--- config.mk ---
export PLATFORM = sky130hd
export DESIGN_NAME = utf8_text_validator_unit_flat
export DESIGN_NICKNAME = d
export VERILOG_FILES = /design/src/hw/rtl/utf8v_pkg.sv /design/src/hw/rtl/utf8v_in_if.sv /design/src/hw/rtl/utf8v_out_if.sv /design/src/hw/rtl/utf8_text_validator_unit.sv /design/src/hw/rtl/utf8v_in_stage.sv /design/src/hw/rtl/utf8v_checker.sv /design/src/hw/rtl/utf8v_out_stage.sv /design/src/flat_wrapper.sv
export SDC_FILE = /design/constraint.sdc
export NUM_CORES = 1
export LEC_CHECK = 0
export ABC_AREA = 1
export BUFFER_PORTS_ARGS = -buffer_cell sky130_fd_sc_hd__buf_2
export CAP_MARGIN = 10
export CORE_MARGIN = 8
export CORE_UTILIZATION = 45
export DETAILED_ROUTE_END_ITERATION = 10
export PLACE_DENSITY = 0.63
export SYNTH_ARGS = -nofsm -noshare
export SYNTH_HDL_FRONTEND = slang
export SYNTH_SLANG_ARGS = --single-unit
--- constraint.sdc ---
create_clock -name clk -period 1.5 [get_ports clk]
set_input_delay 0.3 -clock clk [delete_from_list [all_inputs] [get_ports clk]]
set_output_delay 0.3 -clock clk [all_outputs]
set_load 0.005 [all_outputs]
--- src/hw/rtl/utf8v_pkg.sv ---
package utf8v_pkg;

    localparam logic KIND_BYTE = 1'b0;
    localparam logic KIND_END  = 1'b1;

    typedef enum logic [2:0] {
        CLS_PLAIN = 3'd0,
        CLS_E0    = 3'd1,
        CLS_ED    = 3'd2,
        CLS_F0    = 3'd3,
        CLS_F4    = 3'd4
    } byte_class_t;

    typedef struct packed {
        logic       kind;
        logic [7:0] data_byte;
    } item_t;

    typedef struct packed {
        logic  valid;
        item_t item;
    } stage_t;

endpackage

--- src/hw/rtl/utf8v_in_if.sv ---
interface utf8v_in_if;
    logic       valid;
    logic       ready;
    logic       kind;
    logic [7:0] data_byte;

    modport source (output valid, output kind, output data_byte, input ready);
    modport sink (input valid, input kind, input data_byte, output ready);
endinterface

--- src/hw/rtl/utf8v_out_if.sv ---
interface utf8v_out_if;
    logic valid;
    logic ready;
    logic text_valid;

    modport source (output valid, output text_valid, input ready);
    modport sink (input valid, input text_valid, output ready);
endinterface

--- src/hw/rtl/utf8_text_validator_unit.sv ---
// An end marker's verdict passes through the input register and then the output register before it is offered.
// Throughput: one item per cycle while no end marker is held back; byte items never wait on the output side.
// An end marker waits in the input register only while the previous verdict is unread.
// Reset: rst_n is asynchronous and active low; it empties both registers and clears
// the per-text state, so the next byte starts a new text.
module utf8_text_validator_unit (
    input logic         clk,
    input logic         rst_n,
    utf8v_in_if.sink    text_in,
    utf8v_out_if.source verdict_out
);

    utf8v_pkg::stage_t stage;
    logic              advance;
    logic              out_free;
    logic              verdict;
    logic              load_out;

    assign advance  = stage.valid
                      && ((stage.item.kind == utf8v_pkg::KIND_BYTE) || out_free);
    assign load_out = advance && (stage.item.kind == utf8v_pkg::KIND_END);

    utf8v_in_stage u_in_stage (
        .clk     (clk),
        .rst_n   (rst_n),
        .src     (text_in),
        .advance (advance),
        .stage   (stage)
    );

    utf8v_checker u_checker (
        .clk     (clk),
        .rst_n   (rst_n),
        .item    (stage.item),
        .fire    (advance),
        .verdict (verdict)
    );

    utf8v_out_stage u_out_stage (
        .clk     (clk),
        .rst_n   (rst_n),
        .load    (load_out),
        .verdict (verdict),
        .free    (out_free),
        .dst     (verdict_out)
    );

endmodule

--- src/hw/rtl/utf8v_in_stage.sv ---
module utf8v_in_stage (
    input  logic              clk,
    input  logic              rst_n,
    utf8v_in_if.sink          src,
    input  logic              advance,
    output utf8v_pkg::stage_t stage
);

    logic              valid_reg;
    logic              valid_next;
    utf8v_pkg::item_t  item_reg;
    logic              take;

    assign src.ready = !valid_reg || advance;
    assign take      = src.valid && src.ready;

    always_comb
    begin
        valid_next = valid_reg;
        if (take)
        begin
            valid_next = 1'b1;
        end
        else if (advance)
        begin
            valid_next = 1'b0;
        end
    end

    always_ff @(posedge clk or negedge rst_n)
    begin
        if (!rst_n)
        begin
            valid_reg <= 1'b0;
        end
        else
        begin
            valid_reg <= valid_next;
        end
    end

    always_ff @(posedge clk)
    begin
        if (take)
        begin
            item_reg.kind      <= src.kind;
            item_reg.data_byte <= src.data_byte;
        end
    end

    assign stage.valid = valid_reg;
    assign stage.item  = item_reg;

endmodule

--- src/hw/rtl/utf8v_checker.sv ---
module utf8v_checker (
    input  logic             clk,
    input  logic             rst_n,
    input  utf8v_pkg::item_t item,
    input  logic             fire,
    output logic             verdict
);

    logic [1:0]             pend_reg;
    logic [1:0]             pend_next;
    utf8v_pkg::byte_class_t cls_reg;
    utf8v_pkg::byte_class_t cls_next;
    logic                   err_reg;
    logic                   err_next;
    logic                   nonempty_reg;
    logic                   nonempty_next;
    logic                   cont_ok;
    logic [7:0]             b;

    assign b = item.data_byte;

    always_comb
    begin
        case (cls_reg)
            utf8v_pkg::CLS_E0: cont_ok = (b >= 8'ha0) && (b <= 8'hbf);
            utf8v_pkg::CLS_ED: cont_ok = (b >= 8'h80) && (b <= 8'h9f);
            utf8v_pkg::CLS_F0: cont_ok = (b >= 8'h90) && (b <= 8'hbf);
            utf8v_pkg::CLS_F4: cont_ok = (b >= 8'h80) && (b <= 8'h8f);
            default:           cont_ok = (b >= 8'h80) && (b <= 8'hbf);
        endcase
    end

    always_comb
    begin
        pend_next     = pend_reg;
        cls_next      = cls_reg;
        err_next      = err_reg;
        nonempty_next = nonempty_reg;
        if (fire)
        begin
            if (item.kind == utf8v_pkg::KIND_END)
            begin
                pend_next     = 2'd0;
                cls_next      = utf8v_pkg::CLS_PLAIN;
                err_next      = 1'b0;
                nonempty_next = 1'b0;
            end
            else
            begin
                nonempty_next = 1'b1;
                if (!err_reg)
                begin
                    if (pend_reg != 2'd0)
                    begin
                        if (cont_ok)
                        begin
                            pend_next = pend_reg - 2'd1;
                            cls_next  = utf8v_pkg::CLS_PLAIN;
                        end
                        else
                        begin
                            err_next = 1'b1;
                        end
                    end
                    else
                    begin
                        cls_next = utf8v_pkg::CLS_PLAIN;
                        if (b == 8'h00)
                        begin
                            err_next = 1'b1;
                        end
                        else if (b <= 8'h7f)
                        begin
                            pend_next = 2'd0;
                        end
                        else if ((b >= 8'hc2) && (b <= 8'hdf))
                        begin
                            pend_next = 2'd1;
                        end
                        else if (b == 8'he0)
                        begin
                            pend_next = 2'd2;
                            cls_next  = utf8v_pkg::CLS_E0;
                        end
                        else if (b == 8'hed)
                        begin
                            pend_next = 2'd2;
                            cls_next  = utf8v_pkg::CLS_ED;
                        end
                        else if ((b >= 8'he1) && (b <= 8'hef))
                        begin
                            pend_next = 2'd2;
                        end
                        else if (b == 8'hf0)
                        begin
                            pend_next = 2'd3;
                            cls_next  = utf8v_pkg::CLS_F0;
                        end
                        else if (b == 8'hf4)
                        begin
                            pend_next = 2'd3;
                            cls_next  = utf8v_pkg::CLS_F4;
                        end
                        else if ((b >= 8'hf1) && (b <= 8'hf3))
                        begin
                            pend_next = 2'd3;
                        end
                        else
                        begin
                            err_next = 1'b1;
                        end
                    end
                end
            end
        end
    end

    always_ff @(posedge clk or negedge rst_n)
    begin
        if (!rst_n)
        begin
            pend_reg     <= 2'd0;
            cls_reg      <= utf8v_pkg::CLS_PLAIN;
            err_reg      <= 1'b0;
            nonempty_reg <= 1'b0;
        end
        else
        begin
            pend_reg     <= pend_next;
            cls_reg      <= cls_next;
            err_reg      <= err_next;
            nonempty_reg <= nonempty_next;
        end
    end

    assign verdict = nonempty_reg && !err_reg && (pend_reg == 2'd0);

endmodule

--- src/hw/rtl/utf8v_out_stage.sv ---
module utf8v_out_stage (
    input  logic        clk,
    input  logic        rst_n,
    input  logic        load,
    input  logic        verdict,
    output logic        free,
    utf8v_out_if.source dst
);

    logic valid_reg;
    logic valid_next;
    logic data_reg;

    assign free = !valid_reg || dst.ready;

    always_comb
    begin
        valid_next = valid_reg;
        if (load)
        begin
            valid_next = 1'b1;
        end
        else if (dst.ready)
        begin
            valid_next = 1'b0;
        end
    end

    always_ff @(posedge clk or negedge rst_n)
    begin
        if (!rst_n)
        begin
            valid_reg <= 1'b0;
        end
        else
        begin
            valid_reg <= valid_next;
        end
    end

    always_ff @(posedge clk)
    begin
        if (load)
        begin
            data_reg <= verdict;
        end
    end

    assign dst.valid      = valid_reg;
    assign dst.text_valid = data_reg;

endmodule
--- src/flat_wrapper.sv ---
// flat-port wrapper written by rule: the top's interface ports become plain ports
module utf8_text_validator_unit_flat 
  (clk, rst_n, text_in_valid, text_in_kind, text_in_data_byte, text_in_ready, verdict_out_valid, verdict_out_text_valid, verdict_out_ready);
  utf8v_in_if text_in_i ();
  utf8v_out_if verdict_out_i ();
  input logic clk;
  input logic rst_n;
  input wire logic [$bits(text_in_i.valid)-1:0] text_in_valid;
  input wire logic [$bits(text_in_i.kind)-1:0] text_in_kind;
  input wire logic [$bits(text_in_i.data_byte)-1:0] text_in_data_byte;
  output wire logic [$bits(text_in_i.ready)-1:0] text_in_ready;
  output wire logic [$bits(verdict_out_i.valid)-1:0] verdict_out_valid;
  output wire logic [$bits(verdict_out_i.text_valid)-1:0] verdict_out_text_valid;
  input wire logic [$bits(verdict_out_i.ready)-1:0] verdict_out_ready;
  assign text_in_i.valid = text_in_valid;
  assign text_in_i.kind = text_in_kind;
  assign text_in_i.data_byte = text_in_data_byte;
  assign text_in_ready = text_in_i.ready;
  assign verdict_out_valid = verdict_out_i.valid;
  assign verdict_out_text_valid = verdict_out_i.text_valid;
  assign verdict_out_i.ready = verdict_out_ready;
  utf8_text_validator_unit u_core (.clk(clk), .rst_n(rst_n), .text_in(text_in_i), .verdict_out(verdict_out_i));
endmodule
# After elaboration in Yosys (flattened, before gate mapping)
# Index checks and enable logic that the tools add are counted.
# W data, S select, Z words.
dict set report op_classes {
  n_eq_ne 11
  muxes 44
  bitwise_logic 1
  addsub 1
  reduce_logical 27
  n_lt_le_gt_ge 13
}
# op count
set op_table {}
lappend op_table {{$ge A8 B8 Y1 const B} 6}
lappend op_table {{$le A8 B8 Y1 const B} 6}
lappend op_table {{$mux W3} 12}
lappend op_table {{$eq A8 B8 Y1 const B} 4}
lappend op_table {{$mux W2} 13}
lappend op_table {{$mux W1} 18}
lappend op_table {{$logic_and A1 B1 Y1} 13}
lappend op_table {{$reduce_bool A10 Y1} 1}
lappend op_table {{$le A8 B7 Y1 const B} 1}
lappend op_table {{$logic_not A8 Y1} 1}
lappend op_table {{$eq A3 B2 Y1 const B} 2}
lappend op_table {{$ne A3 B2 Y1 const B} 2}
lappend op_table {{$reduce_bool A2 Y1} 3}
lappend op_table {{$reduce_and A5 Y1} 1}
lappend op_table {{$pmux W1 S4} 1}
lappend op_table {{$eq A3 B1 Y1 const B} 1}
lappend op_table {{$eq A3 B3 Y1 const B} 1}
lappend op_table {{$logic_not A1 Y1} 3}
lappend op_table {{$logic_or A1 B1 Y1} 3}
lappend op_table {{$reduce_and A3 Y1} 1}
lappend op_table {{$logic_not A2 Y1} 1}
lappend op_table {{$ne A2 B1 Y1 const B} 1}
lappend op_table {{$sub A2 B1 Y2 const B} 1}
lappend op_table {{$not A1 Y1} 1}
dict set report word_totals {
  out_inout_bits 3
  wordCells 106
  register_bits 19
}

# Logic depth before layout (Yosys ltp)
dict set report logic_depth {
  ltp_word 14
  mapped_depth 12
  mapped_depth_nobuf 12
}

# Modules after synthesis
# Synthesis repeated with hierarchy kept, for this count alone.
dict set report hier_totals {
  hier_cells 115
  area_unflattened_um2 975.9
}
# module n_inst area_per_inst_um2 seq_area_each_um2 cells_per_inst
set modules_own_cells {}
lappend modules_own_cells {utf8v_checker 1 553.0 175.2 88}
lappend modules_own_cells {utf8v_in_stage 1 322.8 295.3 16}
lappend modules_own_cells {utf8v_out_stage 1 75.1 55.1 6}
lappend modules_own_cells {utf8_text_validator_unit 1 25.0 0.0 5}

# Worst setup path after synthesis
# No wires, ideal clock.
dict set report synth_path {
  kind {reg-to-reg}
  start {register u_core.u_in_stage.item_reg (netlist bit u_core.u_in_stage.stage[5])}
  end {register u_core.u_checker.pend_reg[1]}
  setup_time_ps 117
  period_less_slack_ps 1221
  setup_slack_ps 279
  path_stages_with_launch 13
  path_buffers 0
  arrival_time_ps 1104
  cell_sequence {edfxtp_1 inv_2 nand2_1 nand3_1 nand2_1 inv_1 nand2_2 nand2_1 nand3_1 nand2_2 nand2_2 nand2_1 nand2_1}
}
dict set report synth_between {
  elab_chain_cells 12
  word_cells_on_any_way 42
}
# element line_no
set synth_lines {}
lappend synth_lines {{start: declaration} utf8v_in_stage.sv:11} ;# utf8v_pkg::item_t item_reg;
lappend synth_lines {{branches (longest 12 deep; another with $ge A8 B8 Y1)} --}
lappend synth_lines {{end signal: assignment} utf8v_checker.sv:129} ;# pend_reg <= pend_next;
lappend synth_lines {{end: declaration} utf8v_checker.sv:9} ;# logic [1:0] pend_reg;
# Several ways; the timed one is not identified. The select of a mux whose other input is x is not followed.
# A chain may end at the register's enable or synchronous reset.

# Worst setup path after layout
dict set report layout_path {
  start {register u_core.u_in_stage.item_reg (netlist bit u_core.u_in_stage.stage[8])}
  end {output text_in_ready}
}
dict set report layout_between {
  elab_chain_cells 4
}
# element line_no
set layout_lines {}
lappend layout_lines {{$not A1 Y1} utf8_text_validator_unit.sv:20} ;# && ((stage.item.kind == utf8v_pkg::KIND_BYTE) || out_free);
lappend layout_lines {{$logic_or A1 B1 Y1} utf8_text_validator_unit.sv:20}
lappend layout_lines {{$logic_and A1 B1 Y1} utf8_text_validator_unit.sv:20}
lappend layout_lines {{$logic_or A1 B1 Y1} utf8v_in_stage.sv:14} ;# assign src.ready = !valid_reg || advance;
lappend layout_lines {{end: declaration} flat_wrapper.sv:11} ;# output wire logic [$bits(text_in_i.ready)-1:0] text_in_ready;
# No other way between the ends.

==> results <==
- The sum of net half-perimeters after detailed placement is around 1500 µm.
- Dividing the synthesized area by the synthesized cell count gives about 8.7 µm².
- The peak supply drop is about 660 µV.
- Summed over all nets, wire length on met2 after detailed routing comes to around 890 µm.
- In the final layout, the share of cells above drive strength 1 is 0.261.
- Compared with the post-synthesis result, the final layout area differs by 17.4%.
- The total inserted antenna cells is 0.
- After clock tree synthesis, the clock-pin slew on the worst setup and hold paths is ~0.11 ns.
- The setup TNS is 0 ns.
- The total length of routed wires is roughly 1800 µm.
- Counting cells, the worst reg-to-reg path comes to 12.
- In the finished design, the share of the clock period the worst path needs comes to 0.920.
- The critical path goes through nand4_1 -> buf_2.
- From left edge to right edge, the die measures ~62 µm.
- The biggest cell delay along the critical path is 0.48 ns.
- The post-synthesis register bit count is 19.
- The non-filler instance count after layout is between 150 and 200.
- Along the worst hold path, the cell count comes to 1.
- The number of logic stages on the critical path including buffering is 2.
- The distinct cell type count after synthesis is 20.
- The die covers approximately 0.0039 mm².
- At the later pin of the worst-skew pair, clock insertion delay measures 0.30 ns.
- Detailed routing inserted a total of about 790 vias.
- For this run, the total global-route usage over all layers was measured as 0.102.
- The final worst clock skew is roughly 0.011 ns.
- The min-delay analysis places its worst path in the category in2reg.
- The first-pass iteration count of the detailed router is 4.
- Counting the fill cells in the layout gives 189.
- Synthesis produced a netlist whose cell count is 111.
- The top cell types in the final layout, fill and taps aside, are nand2_1, buf_2, inv_1, nand3_1, edfxtp_1.
- The flip-flop count of the largest register, all copies and words added is 9.
- Once detail routing completed, the nets flagged for antenna violations numbered 0.
- The cell total after placement is around 160.
- The top routing layer in use is met4.
- The run finished with clean final reports.
- The H-tree depth is 1.
- The max-slew violation count is 0.
- Of the synthesized area, sequential elements account for 0.547.
- In the routed layout, each cell is associated on average with a via count of just under 5.
- The slowest library cell on the worst path is edfxtp_1.
- The worst-path maximum fanout is 5.
- In this run the static leakage power is around 0.52 nW.
- The via count of the first global-routing pass is about 780.
- STA classifies the critical path startpoint as a flop.
- Entering global routing, the biggest net connects 11 pins.
- The average wire per cell in the routed design is 11.5 µm.
- The quantity of I/O buffers inserted on ports is 15.
- The number of antenna violations at the first check in global routing is 0.
- The number of warning messages in the yosys log is 0.
- When the netlist entered floorplanning its net count stood at approximately 120.
- Static timing analysis puts the maximum clock frequency at between 0.7 and 0.8 GHz.
- The reported max-cap violation count is 0.
- The worst-margin pin slew is roughly 0.33 ns.
- The area of the core is 0.00198 mm².
- In the final routing, the length of wire on met1 measures roughly 850 µm.
- TritonCTS built the clock tree.
- Data on the critical path arrives at its endpoint at 1.08 ns.
- Headroom to the max-slew limit came out at 0.780.
- The TritonCTS buffer count is 3.
- The floorplan row count is 16.
- The final critical path time including I/O delays and setup is roughly 1.4 ns.
- The routed design uses 85 µm of met3 wire.
- Setup repair after global routing left no endpoint under its margin.
- The global placement routability congestion is between 0.8 and 0.9.
- The number of buffers and inverters on the critical path is 1.
- The total congestion overflow after global routing is 0.
- After detailed routing, the number of remaining DRC violations is 0.
- For the worst setup path, the data required time is 1.20 ns.
- The kind of cell with the highest combined delay along the critical path is flip-flops.
- For this configuration, the core starts out at a cell density of 0.485.
- The floorplan step set the die height to about 62 µm.
- The endpoint kind of the worst setup timing path is an output pin.
- The first global-routing pass estimated between 3000 and 4000 µm of wire.
- The most common library cell in the layout ignoring fill and taps is nand2_1.
- The detailed router finished its first iteration with 20 violations.
- For this design, the sink count on the clock tree is 19.
- After synthesis the cells add up to 961 µm².
- The worst-case clock buffer depth is 2.
- The final count of hold timing violations is 0.
- The areal power density over the cells is about 1200 mW/mm².
- The layout net count is between 100 and 150.
- The number of gates resized after CTS was 0.
- The I/O pin count is 16.
- In this run the clock root is driven by a clkbuf_4.
- Setup violations remaining at the end of the flow were counted as 0.
- The path type of the worst setup path is reg2out.
[cells in the mapped netlist (all sizes together)]
| master | count | area share |
|---|---|---|
| nor2 | 10 | 0.055 |
| nand3b | 2 | 0.016 |
| inv | 16 | 0.063 |
| nor3 | 5 | 0.026 |
| nand3 | 14 | 0.083 |
| o21ai | 6 | 0.031 |
| o22ai | 1 | 0.0065 |
| edfxtp | 10 | 0.31 |
| nor4 | 1 | 0.0065 |
| o211ai | 1 | 0.0078 |
| dfrtp | 9 | 0.23 |
| nand4 | 1 | 0.0065 |
| nand2 | 33 | 0.14 |
| a21oi | 2 | 0.010 |
[final cells by class]
class | instances | area, µm² | share of cell area
sequential | 19 | 526 | 0.466
multi-input combinational | 76 | 375 | 0.333
timing repair buffer | 19 | 108 | 0.0953
inverter | 16 | 60.1 | 0.0532
tap | 27 | 33.8 | 0.0299
clock buffer | 4 | 26.3 | 0.0233
[metrics by stage]
| step | hold slack (ns) | util | setup WS [ns] | instance area [µm²] | total power [mW] |
|---|---|---|---|---|---|
| after floorplan | 0.00441 | - | 0.279 | 961 | 0.942 |
| after global placement | 0.165 | 0.547 | 0.157 | 1080 | 1.05 |
| after detailed placement | 0.168 | 0.547 | 0.145 | 1080 | 1.06 |
| after CTS | 0.162 | 0.566 | 0.101 | 1120 | 1.32 |
| after global routing | 0.144 | 0.569 | 0.0107 | 1130 | 1.41 |
| final | 0.168 | 0.569 | 0.120 | 1130 | 1.31 |
[power by group]
| part | switching, mW | total, mW | leakage [nW] | internal, mW |
|---|---|---|---|---|
| logic | 0.230 | 0.378 | 0.294 | 0.148 |
| registers | 0.0545 | 0.673 | 0.215 | 0.619 |
| clock network | 0.156 | 0.259 | 0.0150 | 0.103 |
| total | 0.440 | 1.31 | 0.524 | 0.871 |
[path summary, 6_finish.rpt]
| path | slack, ns | end | startpoint |
|---|---|---|---|
| setup reg to reg | 0.16 | u_core.u_checker.pend_reg[1] | u_core.u_in_stage.stage[4] |
| max in group asynchronous | 0.94 | u_core.u_checker.cls_reg[1] | rst_n |
| setup / recovery | 0.12 | text_in_ready | u_core.u_in_stage.stage[8] |
| min in group asynchronous | 0.37 | u_core.u_checker.nonempty_reg | rst_n |
| hold reg to reg | 0.55 | u_core.u_out_stage.dst.valid | u_core.u_out_stage.dst.valid |
| hold / removal | 0.17 | u_core.u_in_stage.stage[8] | text_in_kind |
[worst reg2reg max path, cell delays in order (launching register included)]
cell and delay [ns]:
edfxtp_1 0.44, inv_1 0.11, nand2_1 0.08, nand3_1 0.07, nand2_1 0.05, inv_1 0.06
nand2_2 0.05, nand2_1 0.07, nand3_1 0.08, nand2_2 0.10, nand2_2 0.06, nand2_1 0.05
nand2_1 0.05
[repair_timing]
| item | 4_1_cts | 5_1_grt |
|---|---|---|
| setup endpoints to repair | 0 | 2 |
| buffers inserted | 0 | 1 |
| endpoints found under the hold margin | 9 | 0 |
| hold buffers | 1 | 0 |
[cell families (layout without fill, tap and decap cells)]
group	after synthesis	after routing	synth area share
AOI/OAI and AO/OA	10	10	0.0560
and+or+nand+nor	66	66	0.335
DFF	19	19	0.547
buffers and inverters	16	39	0.0625
[metal layers]
layer | up-vias | global-route usage
li1 | 411 | -
met4 | 0 | 0.0466
met3 | 4 | 0.0287
met5 | - | 0
met1 | 358 | 0.131
met2 | 19 | 0.155
(Power assumes the default switching activity.)
